File: src/hdl/mcaa_pkg.sv
// Package for the multichannel converter averager: sizes, codes and payload types.
// No dependencies; every other file in hdl/ refers to it by scoped names.

package mcaa_pkg;

  // Channel count and derived index width (at least one bit)
  localparam int unsigned CHANNELS   = 8;
  localparam int unsigned CH_W       = (CHANNELS > 1) ? $clog2(CHANNELS) : 1;

  // Field widths fixed by the interface
  localparam int unsigned SAMPLE_W   = 10;
  localparam int unsigned SUM_W      = 18;
  localparam int unsigned AVG_SHIFT  = 5;
  localparam int unsigned AVG_W      = 13;
  localparam int unsigned CHAN_FLD_W = 3;
  localparam int unsigned FACTOR_W   = 8;

  localparam logic [FACTOR_W-1:0] FACTOR_RST = FACTOR_W'(32);
  localparam logic [SUM_W-1:0]    SUM_MAX    = {SUM_W{1'b1}};

  // Result queue depth: one entry drains while one is pushed and one is in flight
  localparam int unsigned OUT_DEPTH  = 3;
  localparam int unsigned OUT_PTR_W  = $clog2(OUT_DEPTH);
  localparam int unsigned OUT_CNT_W  = $clog2(OUT_DEPTH + 1);

  // Function codes of an input transaction
  localparam logic FUNC_SAMPLE = 1'b0;
  localparam logic FUNC_CLEAR  = 1'b1;

  typedef logic [CH_W-1:0]  ch_idx_t;
  typedef logic [SUM_W-1:0] sum_t;

  typedef struct packed {
    logic                func;
    logic [SAMPLE_W-1:0] sample;
  } in_t;

  typedef struct packed {
    logic [CHAN_FLD_W-1:0] channel;
    logic [AVG_W-1:0]      average;
    logic                  set_complete;
    logic [CHAN_FLD_W-1:0] next_channel;
  } out_t;

  // Access request to the channel sum store
  typedef struct packed {
    logic    clear;
    logic    re;
    ch_idx_t raddr;
    logic    we;
    ch_idx_t waddr;
    sum_t    wdata;
  } sum_req_t;

  // Low bits of a channel index as carried in the result fields
  function automatic logic [CHAN_FLD_W-1:0] chan_field(ch_idx_t idx);
    logic [CH_W+CHAN_FLD_W-1:0] wide;
    wide = {{CHAN_FLD_W{1'b0}}, idx};
    return wide[CHAN_FLD_W-1:0];
  endfunction

endpackage

File: src/hdl/mcaa_sum_ram.sv
// Channel sum memory: one write port, one read port, registered read data.
// Depends on mcaa_pkg for depth and word width.

module mcaa_sum_ram (
  input  logic             clk_i,
  input  logic             we_i,
  input  mcaa_pkg::ch_idx_t waddr_i,
  input  mcaa_pkg::sum_t   wdata_i,
  input  logic             re_i,
  input  mcaa_pkg::ch_idx_t raddr_i,
  output mcaa_pkg::sum_t   rdata_o
);

  mcaa_pkg::sum_t mem_q [mcaa_pkg::CHANNELS];
  mcaa_pkg::sum_t rdata_q;

  // Write port
  always_ff @(posedge clk_i) begin
    if (we_i) begin
      mem_q[waddr_i] <= wdata_i;
    end
  end

  // Read port, registered
  always_ff @(posedge clk_i) begin
    if (re_i) begin
      rdata_q <= mem_q[raddr_i];
    end
  end

  assign rdata_o = rdata_q;

endmodule

File: src/hdl/mcaa_sum_store.sv
// Channel sum store: RAM plus per-entry valid bits for the clear command and
// write-to-read forwarding. Depends on mcaa_pkg and mcaa_sum_ram.

module mcaa_sum_store (
  input  logic               clk_i,
  input  logic               rst_ni,
  input  mcaa_pkg::sum_req_t req_i,
  output mcaa_pkg::sum_t     rdata_o
);

  logic [mcaa_pkg::CHANNELS-1:0] valid_q, valid_d;
  logic                          vld_rd_q;
  logic                          fwd_q;
  mcaa_pkg::sum_t                fwd_data_q;
  mcaa_pkg::sum_t                ram_rdata;

  mcaa_sum_ram u_ram (
    .clk_i   (clk_i),
    .we_i    (req_i.we),
    .waddr_i (req_i.waddr),
    .wdata_i (req_i.wdata),
    .re_i    (req_i.re),
    .raddr_i (req_i.raddr),
    .rdata_o (ram_rdata)
  );

  // Set on write, drop all on clear (clear wins over a same-cycle write)
  always_comb begin
    valid_d = valid_q;
    if (req_i.we) begin
      valid_d[req_i.waddr] = 1'b1;
    end
    if (req_i.clear) begin
      valid_d = '0;
    end
  end

  always_ff @(posedge clk_i or negedge rst_ni) begin
    if (!rst_ni) begin
      valid_q  <= '0;
      vld_rd_q <= 1'b0;
      fwd_q    <= 1'b0;
    end else begin
      valid_q <= valid_d;
      if (req_i.re) begin
        vld_rd_q <= valid_q[req_i.raddr];
        fwd_q    <= req_i.we && (req_i.waddr == req_i.raddr);
      end
    end
  end

  // Capture write data that the RAM read misses at the same edge
  always_ff @(posedge clk_i) begin
    if (req_i.re) begin
      fwd_data_q <= req_i.wdata;
    end
  end

  // Forwarded data first, then RAM data if the entry was written since clear
  always_comb begin
    if (fwd_q) begin
      rdata_o = fwd_data_q;
    end else if (vld_rd_q) begin
      rdata_o = ram_rdata;
    end else begin
      rdata_o = '0;
    end
  end

endmodule

File: src/hdl/mcaa_out_fifo.sv
// Result queue: small register FIFO between the accumulate stage and the output.
// Depends on mcaa_pkg for the result type and depth.

module mcaa_out_fifo (
  input  logic                               clk_i,
  input  logic                               rst_ni,
  input  logic                               push_i,
  input  mcaa_pkg::out_t                     data_i,
  output logic                               valid_o,
  input  logic                               ready_i,
  output mcaa_pkg::out_t                     data_o,
  output logic [mcaa_pkg::OUT_CNT_W-1:0]     count_o
);

  mcaa_pkg::out_t                     mem_q [mcaa_pkg::OUT_DEPTH];
  logic [mcaa_pkg::OUT_PTR_W-1:0]     wr_ptr_q, rd_ptr_q;
  logic [mcaa_pkg::OUT_CNT_W-1:0]     cnt_q;
  logic                               pop;

  assign valid_o = (cnt_q != '0);
  assign pop     = valid_o && ready_i;
  assign data_o  = mem_q[rd_ptr_q];
  assign count_o = cnt_q;

  // Store pushed result
  always_ff @(posedge clk_i) begin
    if (push_i) begin
      mem_q[wr_ptr_q] <= data_i;
    end
  end

  // Advance pointers and occupancy
  always_ff @(posedge clk_i or negedge rst_ni) begin
    if (!rst_ni) begin
      wr_ptr_q <= '0;
      rd_ptr_q <= '0;
      cnt_q    <= '0;
    end else begin
      if (push_i) begin
        wr_ptr_q <= (wr_ptr_q == mcaa_pkg::OUT_PTR_W'(mcaa_pkg::OUT_DEPTH - 1)) ?
                    '0 : wr_ptr_q + 1'b1;
      end
      if (pop) begin
        rd_ptr_q <= (rd_ptr_q == mcaa_pkg::OUT_PTR_W'(mcaa_pkg::OUT_DEPTH - 1)) ?
                    '0 : rd_ptr_q + 1'b1;
      end
      if (push_i && !pop) begin
        cnt_q <= cnt_q + 1'b1;
      end else if (pop && !push_i) begin
        cnt_q <= cnt_q - 1'b1;
      end
    end
  end

endmodule

File: src/hdl/multichannel_adc_averager.sv
// Top level of the multichannel converter averager: control, accumulate stage.
// Depends on mcaa_pkg, mcaa_sum_store and mcaa_out_fifo.

// One input transaction is taken per clock cycle while input ready is high. A
// sample transaction reads the current channel's sum from the sum memory at
// acceptance, and in the next cycle the accumulate stage adds the sample
// (saturating at 2^18-1) and writes the sum back; a write and a read of the
// same channel in the same cycle are forwarded, so back-to-back samples see
// each other. When the sample count equals average_factor, that stage also
// produces a result (sum >> 5, channel, wrap flag, next channel), which passes
// from the stage register into a three-entry queue before the output, so a
// result on every sample still flows at one per cycle while the output side is
// ready. A clear transaction empties all sums at once through per-channel valid
// bits and yields no result. Input ready drops only while the result queue
// could overflow.

module multichannel_adc_averager (
  input  logic                           clk_i,
  input  logic                           rst_ni,
  input  logic                           cfg_we_i,
  input  logic [mcaa_pkg::FACTOR_W-1:0]  cfg_data_i,
  input  logic                           in_valid_i,
  output logic                           in_ready_o,
  input  mcaa_pkg::in_t                  in_data_i,
  output logic                           out_valid_o,
  input  logic                           out_ready_i,
  output mcaa_pkg::out_t                 out_data_o
);

  logic [mcaa_pkg::FACTOR_W-1:0]  factor_q;
  logic [mcaa_pkg::FACTOR_W-1:0]  count_q, count_d;
  mcaa_pkg::ch_idx_t              cur_ch_q, cur_ch_d;

  logic                           in_acc;
  logic                           is_sample;
  logic                           is_clear;
  logic                           emit;
  logic                           last_ch;
  mcaa_pkg::ch_idx_t              next_ch;

  // Accumulate stage registers
  logic                           b_valid_q;
  logic                           b_emit_q;
  mcaa_pkg::ch_idx_t              b_wr_ch_q;
  mcaa_pkg::ch_idx_t              b_out_ch_q;
  logic                           b_wrap_q;
  logic [mcaa_pkg::SAMPLE_W-1:0]  b_smp_q;

  mcaa_pkg::sum_req_t             req;
  mcaa_pkg::sum_t                 old_sum;
  logic [mcaa_pkg::SUM_W:0]       add_sum;
  mcaa_pkg::sum_t                 new_sum;
  mcaa_pkg::out_t                 res;
  logic                           push;
  logic [mcaa_pkg::OUT_CNT_W-1:0] q_cnt;
  logic [mcaa_pkg::OUT_CNT_W:0]   q_need;

  // Handshake: reserve queue space for the result in flight
  assign q_need     = {1'b0, q_cnt} + (mcaa_pkg::OUT_CNT_W+1)'(b_valid_q && b_emit_q);
  assign in_ready_o = (q_need < (mcaa_pkg::OUT_CNT_W+1)'(mcaa_pkg::OUT_DEPTH));
  assign in_acc     = in_valid_i && in_ready_o;
  assign is_sample  = in_acc && (in_data_i.func == mcaa_pkg::FUNC_SAMPLE);
  assign is_clear   = in_acc && (in_data_i.func == mcaa_pkg::FUNC_CLEAR);

  // Decide emission and channel advance at acceptance
  assign emit    = (count_q == factor_q);
  assign last_ch = (cur_ch_q == mcaa_pkg::CH_W'(mcaa_pkg::CHANNELS - 1));
  assign next_ch = last_ch ? '0 : cur_ch_q + 1'b1;

  always_comb begin
    count_d  = count_q;
    cur_ch_d = cur_ch_q;
    if (is_clear) begin
      count_d  = '0;
      cur_ch_d = '0;
    end else if (is_sample) begin
      if (emit) begin
        count_d  = mcaa_pkg::FACTOR_W'(1);
        cur_ch_d = next_ch;
      end else begin
        count_d = count_q + 1'b1;
      end
    end
  end

  // Hold configuration and sequencing state
  always_ff @(posedge clk_i or negedge rst_ni) begin
    if (!rst_ni) begin
      factor_q <= mcaa_pkg::FACTOR_RST;
      count_q  <= '0;
      cur_ch_q <= '0;
    end else begin
      if (cfg_we_i) begin
        factor_q <= cfg_data_i;
      end
      count_q  <= count_d;
      cur_ch_q <= cur_ch_d;
    end
  end

  // Advance a sample into the accumulate stage
  always_ff @(posedge clk_i or negedge rst_ni) begin
    if (!rst_ni) begin
      b_valid_q <= 1'b0;
      b_emit_q  <= 1'b0;
    end else begin
      b_valid_q <= is_sample;
      b_emit_q  <= is_sample && emit;
    end
  end

  always_ff @(posedge clk_i) begin
    if (is_sample) begin
      b_wr_ch_q  <= emit ? next_ch : cur_ch_q;
      b_out_ch_q <= cur_ch_q;
      b_wrap_q   <= last_ch;
      b_smp_q    <= in_data_i.sample;
    end
  end

  // Add with saturation; on emission the new channel's sum starts from zero,
  // since the stored sum of that channel is ignored and only the sample is written
  assign add_sum = {1'b0, old_sum} + (mcaa_pkg::SUM_W+1)'(b_smp_q);

  always_comb begin
    if (b_emit_q) begin
      new_sum = mcaa_pkg::SUM_W'(b_smp_q);
    end else if (add_sum > {1'b0, mcaa_pkg::SUM_MAX}) begin
      new_sum = mcaa_pkg::SUM_MAX;
    end else begin
      new_sum = add_sum[mcaa_pkg::SUM_W-1:0];
    end
  end

  // Sum memory access: read at acceptance, write back from the stage
  always_comb begin
    req.clear = is_clear;
    req.re    = is_sample;
    req.raddr = cur_ch_q;
    req.we    = b_valid_q;
    req.waddr = b_wr_ch_q;
    req.wdata = new_sum;
  end

  mcaa_sum_store u_store (
    .clk_i   (clk_i),
    .rst_ni  (rst_ni),
    .req_i   (req),
    .rdata_o (old_sum)
  );

  // Build the result transaction
  always_comb begin
    res.channel      = mcaa_pkg::chan_field(b_out_ch_q);
    res.average      = old_sum[mcaa_pkg::AVG_SHIFT +: mcaa_pkg::AVG_W];
    res.set_complete = b_wrap_q;
    res.next_channel = mcaa_pkg::chan_field(b_wr_ch_q);
  end

  assign push = b_valid_q && b_emit_q;

  mcaa_out_fifo u_out_fifo (
    .clk_i   (clk_i),
    .rst_ni  (rst_ni),
    .push_i  (push),
    .data_i  (res),
    .valid_o (out_valid_o),
    .ready_i (out_ready_i),
    .data_o  (out_data_o),
    .count_o (q_cnt)
  );

endmodule

File: config.mk
export PLATFORM = sky130hd
export DESIGN_NAME = multichannel_adc_averager
export DESIGN_NICKNAME = d
export VERILOG_FILES = /design/src/hdl/mcaa_pkg.sv /design/src/hdl/mcaa_sum_ram.sv /design/src/hdl/mcaa_sum_store.sv /design/src/hdl/mcaa_out_fifo.sv /design/src/hdl/multichannel_adc_averager.sv
export SDC_FILE = /design/constraint.sdc
export NUM_CORES = 1
export LEC_CHECK = 0
export ABC_AREA = 0
export BUFFER_PORTS_ARGS = -buffer_cell sky130_fd_sc_hd__buf_2
export CORE_MARGIN = 2
export CORE_UTILIZATION = 65
export CTS_CLUSTER_DIAMETER = 80
export DETAILED_ROUTE_END_ITERATION = 8
export MAX_ROUTING_LAYER = met4
export PLACE_DENSITY = 0.86
export SYNTH_ARGS = -nofsm -noshare
export SYNTH_HDL_FRONTEND = slang
export SYNTH_SLANG_ARGS = --single-unit
File: constraint.sdc
create_clock -name clk_i -period 6.44 [get_ports clk_i]
set_clock_uncertainty 0.1 [all_clocks]
set_input_delay 0.644 -clock clk_i [delete_from_list [all_inputs] [get_ports clk_i]]
set_output_delay 0.644 -clock clk_i [all_outputs]
set_load 0.03 [all_outputs]
==> results of run 1 <==
-- power groups by stage --
stage               Combinational, mW  Sequential, mW  Clock (mW)
finish                          0.856            2.47        1.51
global route                    0.928            2.48        1.60
CTS                             0.851            2.47        1.53
detailed placement              0.843            2.50           0
global placement                0.803            2.49           0
floorplan                       0.666            2.42           0
-- per-stage QoR --
step | instances | utilization [%] | hold slack, ps | worst slack [ps]
after global routing | 1039 | 72.9 | 165 | 1980
after detailed placement | 989 | 68.4 | 376 | 2280
after CTS | 1039 | 72.9 | 119 | 2250
after floorplan | 725 | - | 248 | 2550
final | 1039 | 72.9 | 106 | 2210
after global placement | 989 | 68.4 | 368 | 2490
-- per-layer routing --
layer	wire length [um]	part of all wire, %
met5	0	0
met4	554	2.4
met3	1830	7.8
met2	11800	50
met1	9340	40
-- final timing paths --
check                                    from                        to  slack, ps  cells past startpoint
hold / removal                         rst_ni               factor_q[0]        110                      1
max in group asynchronous              rst_ni               cur_ch_q[0]       5570                      1
min in group clk_i               in_data_i[4]                b_smp_q[4]        180                      1
setup reg to reg                     b_emit_q  u_store.u_ram.rdata_o[4]       2210                      9
hold reg to reg            u_store.valid_q[6]        u_store.valid_q[6]        390                      1
setup / recovery                     b_emit_q  u_store.u_ram.rdata_o[4]       2210                      9
-- synthesized netlist by cell type, types with 8 or more instances --
master	count	area share (%)
edfxtp_1	257	63
nand2_1	51	1.6
mux4_2	38	7.0
o21ai_0	37	1.5
dfrtp_1	36	7.4
mux2_2	29	2.7
nor2_1	23	0.71
mux2i_1	22	1.8
a22o_1	19	1.4
a21oi_1	18	0.74
xnor2_1	17	1.2
ha_1	16	1.6
nand3_1	15	0.62
clkbuf_1	13	0.40
nor3_1	13	0.53
inv_1	12	0.37
buf_2	10	0.41
nor2b_1	8	0.41
o21a_1	8	0.49
xor2_1	8	0.57
-- cell type report --
cell class | instances | share of cell area [%]
Clock buffer | 28 | 5.01
Clock inverter | 22 | 1.19
Inverter | 12 | 0.332
Multi-Input combinational cell | 387 | 24.9
Sequential cell | 294 | 63.8
Tap cell | 234 | 2.16
Timing Repair Buffer | 62 | 2.60
-- state kept, by name, summed over array words and instances, names as in the netlist --
name,count
u_out_fifo.rd_ptr_q,2
u_out_fifo.count_o,2
u_store.fwd_data_q,18
count_q,8
cur_ch_q,3
u_store.fwd_q,1
u_out_fifo.wr_ptr_q,2
b_wrap_q,1
u_out_fifo.mem_q,60
b_smp_q,10
u_store.valid_q,8
u_store.u_ram.mem_q,144
b_wr_ch_q,3
factor_q,8
u_store.u_ram.rdata_o,18
b_out_ch_q,3
u_store.vld_rd_q,1
b_emit_q,1
b_valid_q,1
-- logic make-up (layout without fill, tap and decap cells) --
group | after synthesis | count (layout) | synth area share (%)
fa+ha+maj | 17 | 17 | 1.81
simple gates | 144 | 144 | 6.19
compound gates | 112 | 112 | 6.15
mux | 89 | 89 | 11.5
buf+inv | 44 | 124 | 1.66
xor+xnor | 25 | 25 | 1.80
flops | 294 | 294 | 70.9
==> flow_summary.toml, run 1 <==
[critical_path]
cp_cell_sequence = "nand2_1 > inv_1 > ha_1 > ha_1 > a21oi_1 > nand2_1 > or2_2 > inv_2 > buf_4"
crit_path_end_kind = "flop"
worstPathArrival_ps = 4330
cp_top_family = "simple AND/OR/NAND/NOR gates"
start_kind = "flop"
crit_slowest_cell = "dfrtp_1"
max_stage_delay_ps = 890
cp.buffers_inverters = 3
required_ps = 6530
critical_path_class = "flop to flop"
cp_max_fo = 33

[timing]
min_period_ps = 4230
slew_violations = 0
finalSetupTns_ps = 0
max_freq_mhz = 236
worst_pin_slew_ps = 1190
final_hold_viol_count = 0
setup_viol = 0
post-route-period-util_pct = 65.7
rsz0062_at_grt = "false"
relSlewSlack_pct = 20.1

[placed_design]
dp_hpwl_um = 14100
place_area_um2 = 12700
gp_congestion = 0.846
io_buffers = 45

[die]
placementRows = 50
die_w_um = 141
ios = 46
die_area_um2 = 19900
fp.dieH_um = 141
initial_core_util_pct = 65.6
core_um2 = 18600

[logic_synthesis]
syn_area_um2 = 12200
yosysWarnings = 0
synthFlopType = "edfxtp_1"
netlist_instances = 725
synth-seq-cells = 294
synthesis.nets = 766
ys_seq_area_share_pct = 70.9
synth.avg_cell_area_um2 = 16.8
synth_cell_type_count = 59
async_reset_ff_share_pct = 12.6
synth_edf_count = 257

[clock_tree]
cts_sinks = 294
clkTransAtPathRegs_ps = 60
cts_tree = "yes"
cts-resized-gates = 0
cts_hold_buf = 0
htreeDepth = 1
cts_made_buffers = 27
post_cts_buffers = 0
clk_latency_ps = 540
clk_path_buf_depth = 3
root_buffer = "clkbuf_16"

[power_and_ir_drop]
swShare_pct = 28.2
power_switching_mw = 1.37
p_comb_share_pct = 17.7
p_int_mw = 3.47
powerDensity_nw_per_um2 = 357
peakVddDrop_v = 0.000196
totalPowerFinal_mw = 4.84
power_frac_seq_pct = 51.0
p_leak_nw = 4.79
clockPowerShare_pct = 31.3

[layout]
nNetsFinal = 825
nFillCells = 1017
drive_above_1_share_pct = 24.5
area_growth_pct = 11.1
diodes = 0
regArea_um2 = 8650
final_common_cell = "edfxtp_1"
final_cell_mix = "edfxtp_1, nand2_1, buf_2, mux4_2, o21ai_0"
stdcell_area_um2 = 13500
multi_input_area_um2 = 3370

[drt]
wl_per_cell_um = 22.7
drtIter0Drc = 546
vias = 6671
dr.pass1.iters = 5
route.detailed.drc = 0
ant_nets = 0
wl_um = 23500
viasPerCell = 6.42

[global_routing]
grt_pass1_vias = 6562
track_usage_pct = 24.9
grt-ovfl-total = 0
met2_usage_pct = 40.8
grt.met1_usage_pct = 33.9
grt-busiest-layer = "met2"
antenna_found_initial = 0
grt_pass1_wl_um = 36400
grt_max_degree = 45
grt_use_met3_pct = 3.57

[outcome]
status = "complete, no violations"

[flow_run]
cap_violations = 0

[hold_path]
hold_path.class = "primary input to async pin"
Power figures use the tool's default switching activity.
==> run 2, diff against run 1 <==
- CORE_UTILIZATION: 65 -> 61
- PLACE_DENSITY: 0.86 -> 0.82
- clock period: 6.44 -> 4.1 ns (I/O delays scaled with it)
==> flow_summary.toml, run 2 (same netlist as run 1, synthesis figures left out) <==
[clock_tree]
clkTransAtPathRegs_ps = 60
htreeDepth = 1
cts_sinks = 294
cts-resized-gates = 0
clk_latency_ps = 530
clk_path_buf_depth = 3
root_buffer = "clkbuf_16"
cts_tree = "yes"
cts_made_buffers = 28

[outcome]
status = "complete, no violations"

[critical_path]
critical_path_class = "flop to flop"
crit_path_end_kind = "flop"
required_ps = 4190
cp.buffers_inverters = 0
worstPathArrival_ps = 3870
cp_max_fo = 13
max_stage_delay_ps = 850
cp_top_family = "compound AO/OA/AOI/OAI gates"
crit_slowest_cell = "a311oi_1"
cp_cell_sequence = "and2b_2 > a22o_1 > ha_1 > fa_1 > a21oi_1 > o22ai_2 > o22ai_2 > nor2_1 > a311oi_1"
start_kind = "flop"
crit_top_cell = "o22ai_2"

[layout]
stdcell_area_um2 = 13700
largest_reg_flops = 144
final_common_cell = "edfxtp_1"
area_growth_pct = 12.6
reg_top3 = "u_store.u_ram.mem_q (144), u_out_fifo.mem_q (60)"
final_cell_mix = "edfxtp_1, nand2_1, buf_2, mux4_2, o21ai_0"
largest-register = "u_store.u_ram.mem_q"
diodes = 0
drive_above_1_share_pct = 23.9
nNetsFinal = 843
nFillCells = 1212

[timing]
relSlewSlack_pct = 19.2
holdWs_ps = 13.3
worst_pin_slew_ps = 1210
finalSetupTns_ps = 0
rsz0062_at_grt = "false"
post-route-period-util_pct = 92.2
setup_viol = 0
slew_violations = 0
final_hold_viol_count = 0
fin_ws_ps = 318
min_period_ps = 3780
max_freq_mhz = 264

[die]
initial_core_util_pct = 62.4
fp.dieH_um = 145
ios = 46
core_um2 = 19500
die_w_um = 145
placementRows = 51
die_area_um2 = 21100

[power_and_ir_drop]
p_leak_nw = 4.84
peakVddDrop_v = 0.000305
powerDensity_nw_per_um2 = 548

[drt]
wl_um = 23500
wl_per_cell_um = 21.6
route.detailed.drc = 0
viasPerCell = 6.11
drtIter0Drc = 634
dr.pass1.iters = 5
ant_nets = 0
vias = 6634

[global_routing]
grt_pass1_vias = 6855
grt_max_degree = 44
grt_pass1_wl_um = 37300
grt-ovfl-total = 0
track_usage_pct = 23.4
antenna_found_initial = 0

[placed_design]
place_area_um2 = 12800
gp_congestion = 0.934
dp_hpwl_um = 14100
io_buffers = 45
place_ws_ps = 464

[flow_run]
cap_violations = 0

[hold_path]
hold_path.class = "primary input to flop"
-- run 2: changes by cell type in the layout (fill, tap and decap cells not counted), moves of 2 or more --
| cell | change |
|---|---|
| clkbuf_16 | +2 |
| dlygate4sd3_1 | +12 |
| bufinv_16 | -2 |
| clkinv_2 | -5 |
| buf_4 | +4 |
| inv_6 | -3 |
| clkbuf_1 | +4 |
-- run 2: worst register-to-register path, cell delays in order, from the launching register on --
cell and delay (ps):
dfrtp_1 380, and2b_2 320, a22o_1 250, ha_1 210, fa_1 410, a21oi_1 290
o22ai_2 170, o22ai_2 330, nor2_1 140, a311oi_1 850
-- run 2: metal layers --
metal	part of all wire [%]	vias up	global-route usage [%]	wire, um
met5	0	-	-	0
met4	2.5	0	6.81	580
met3	6.2	52	3.42	1470
met2	50	270	38.9	11800
met1	41	3324	30.7	9630
li1	-	2988	-	-
-- run 2: layout make-up --
type,count,area (um2),share of cell area [%]
inverter,12,45.0,0.328
timing repair buffer,79,523,3.81
clock buffer,34,744,5.42
clock inverter,14,66.3,0.483
multi-input combinational,387,3370,24.6
tap,265,332,2.42
sequential,294,8650,63.0
-- run 2: worst paths after layout --
path | slack (ps) | cells after the start | startpoint | end
setup reg to reg | 320 | 9 | u_store.vld_rd_q | u_store.u_ram.mem_q[2][16]
hold reg to reg | 380 | 0 | b_out_ch_q[2] | u_out_fifo.mem_q[2][19]
max in group asynchronous | 2880 | 2 | rst_ni | cur_ch_q[0]
min in group asynchronous | 440 | 2 | rst_ni | factor_q[2]
setup / recovery | 320 | 9 | u_store.vld_rd_q | u_store.u_ram.mem_q[2][16]
hold / removal | 10 | 2 | cfg_data_i[1] | factor_q[1]
-- run 2: power breakdown --
part / switching (mW) / total [mW] / internal, mW
Combinational: 0.899 / 1.37 / 0.472
Clock: 1.01 / 2.29 / 1.28
Sequential: 0.194 / 3.86 / 3.67
Total: 2.11 / 7.53 / 5.42
-- run 2: repair_timing --
action                    in CTS  in global routing
hold buffers                  12                  0
hold endpoints to repair      47                  0
setup buffers                  0                  0
-- run 2: stage by stage --
step	utilization, %	instances	total power [mW]
floorplan	-	725	4.84
finish	70.3	1085	7.53
global route	70.3	1085	7.82
global placement	65.5	1025	5.17
CTS	70.3	1085	7.54
detailed placement	65.5	1025	5.26
==> run 3, diff against run 2 <==
- CORE_UTILIZATION: 61 -> 65
- PLACE_DENSITY: 0.82 -> 0.86
- clock period: 4.1 -> 4.8 ns (I/O delays scaled with it)
==> flow_summary.toml, run 3 (same netlist as run 1, synthesis figures left out) <==
[drt]
wl_per_cell_um = 23.6
vias = 6723
dr.pass1.iters = 5
ant_nets = 0
drtIter0Drc = 693
viasPerCell = 6.46
wl_um = 24500
route.detailed.drc = 0

[placed_design]
io_buffers = 45
dp_hpwl_um = 14700
place_ws_ps = 703
gp_congestion = 0.881

[clock_tree]
cts_tree = "yes"
htreeDepth = 1
cts_made_buffers = 28
cts_sinks = 294
clk_latency_ps = 530
clk_path_buf_depth = 3
post_cts_buffers = 0
root_buffer = "clkbuf_16"
clkTransAtPathRegs_ps = 60

[timing]
finalSetupTns_ps = 0
final_hold_viol_count = 0
rsz0062_at_grt = "false"
setup_viol = 0
slew_violations = 0
post-route-period-util_pct = 89.8
worst_pin_slew_ps = 1270
min_period_ps = 4310
max_freq_mhz = 232
relSlewSlack_pct = 14.4
fin_ws_ps = 492

[global_routing]
track_usage_pct = 26.0
grt_pass1_wl_um = 37800
grt_max_degree = 44
antenna_found_initial = 0
grt_pass1_vias = 6774
grt-ovfl-total = 0

[die]
die_w_um = 141
placementRows = 50
die_area_um2 = 19900
core_um2 = 18600
ios = 46
fp.dieH_um = 141
initial_core_util_pct = 65.6

[critical_path]
cp_max_fo = 13
reg2reg_slack_ps = 490
crit_path_end_kind = "flop"
critical_path_class = "flop to flop"
worstPathArrival_ps = 4350
start_kind = "flop"
required_ps = 4850

[layout]
final_common_cell = "edfxtp_1"
largest_reg_flops = 144
final_cell_mix = "edfxtp_1, nand2_1, buf_2, mux4_2, o21ai_0"
area_growth_pct = 12.3
nNetsFinal = 827
reg_top3 = "u_store.u_ram.mem_q (144), u_out_fifo.mem_q (60)"
drive_above_1_share_pct = 24.2
largest-register = "u_store.u_ram.mem_q"
diodes = 0

[power_and_ir_drop]
p_leak_nw = 4.84
peakVddDrop_v = 0.000282
powerDensity_nw_per_um2 = 494

[flow_run]
cap_violations = 0

[outcome]
status = "complete, no violations"

[hold_path]
hold_path.class = "primary input to flop"
run 3: changes by cell type in the layout (fill, tap and decap cells not counted), sizes merged:
cell / previous run / this run
clkbuf: 34 / 37
buf: 67 / 62
dlygate4sd3: 12 / 1
clkinv: 13 / 8
clkinvlp: 1 / 0
bufinv: 0 / 5
run 3: area by class of cell:
| type | count | area [um2] |
|---|---|---|
| inverters | 12 | 45.0 |
| flip-flops and latches | 294 | 8650 |
| well taps | 234 | 293 |
| fillers | 1023 | 4890 |
| repair buffers | 63 | 375 |
| clock inverters | 13 | 193 |
| clock buffers | 37 | 766 |
| multi-input cells | 387 | 3370 |
run 3: what timing repair did:
action	in CTS	in global routing
hold buffers	1	0
gates resized for setup	0	0
endpoints found under the hold margin	36	0
run 3: routing by layer:
layer  vias to the layer above  track usage (%)  wire (um)
met5                         -                -          0
li1                       2950                -          -
met1                      3368             34.4       9590
met4                         0             8.84        595
met3                        61             3.84       2000
met2                       344             42.2      12300
run 3: path summary, 6_finish.rpt:
| check | start | end | depth (start not counted) |
|---|---|---|---|
| max in group asynchronous | rst_ni | cur_ch_q[0] | 2 |
| min reg2reg | b_out_ch_q[1] | u_out_fifo.mem_q[0][18] | 0 |
| min | in_data_i[5] | b_smp_q[5] | 1 |
| min in group asynchronous | rst_ni | count_q[1] | 2 |
| max | u_store.vld_rd_q | u_store.u_ram.mem_q[5][16] | 9 |
| max reg2reg | u_store.vld_rd_q | u_store.u_ram.mem_q[5][16] | 9 |
run 3: worst max-delay path: stages, from the launching register on:
cell and delay (ps):
dfrtp_1 530, and2b_2 390, a22o_1 250, ha_1 220
fa_1 420, a21oi_1 280, o22ai_2 160, o22ai_2 340
nor2_1 140, a311oi_1 1080
run 3: stage by stage:
stage	power (mW)	std cells	hold slack, ps	instance area, um2	util (%)
finish	6.76	1040	22.8	13700	73.7
global route	7.01	1040	5.08	13700	73.7
CTS	6.79	1040	3.91	13700	73.7
detailed placement	4.50	989	371	12700	68.5
global placement	4.42	989	359	12700	68.5
floorplan	4.14	725	84.4	12200	-
run 3: power by group:
part,switching [mW],internal [mW]
sequential,0.179,3.14
combinational,0.777,0.387
clock,0.896,1.39
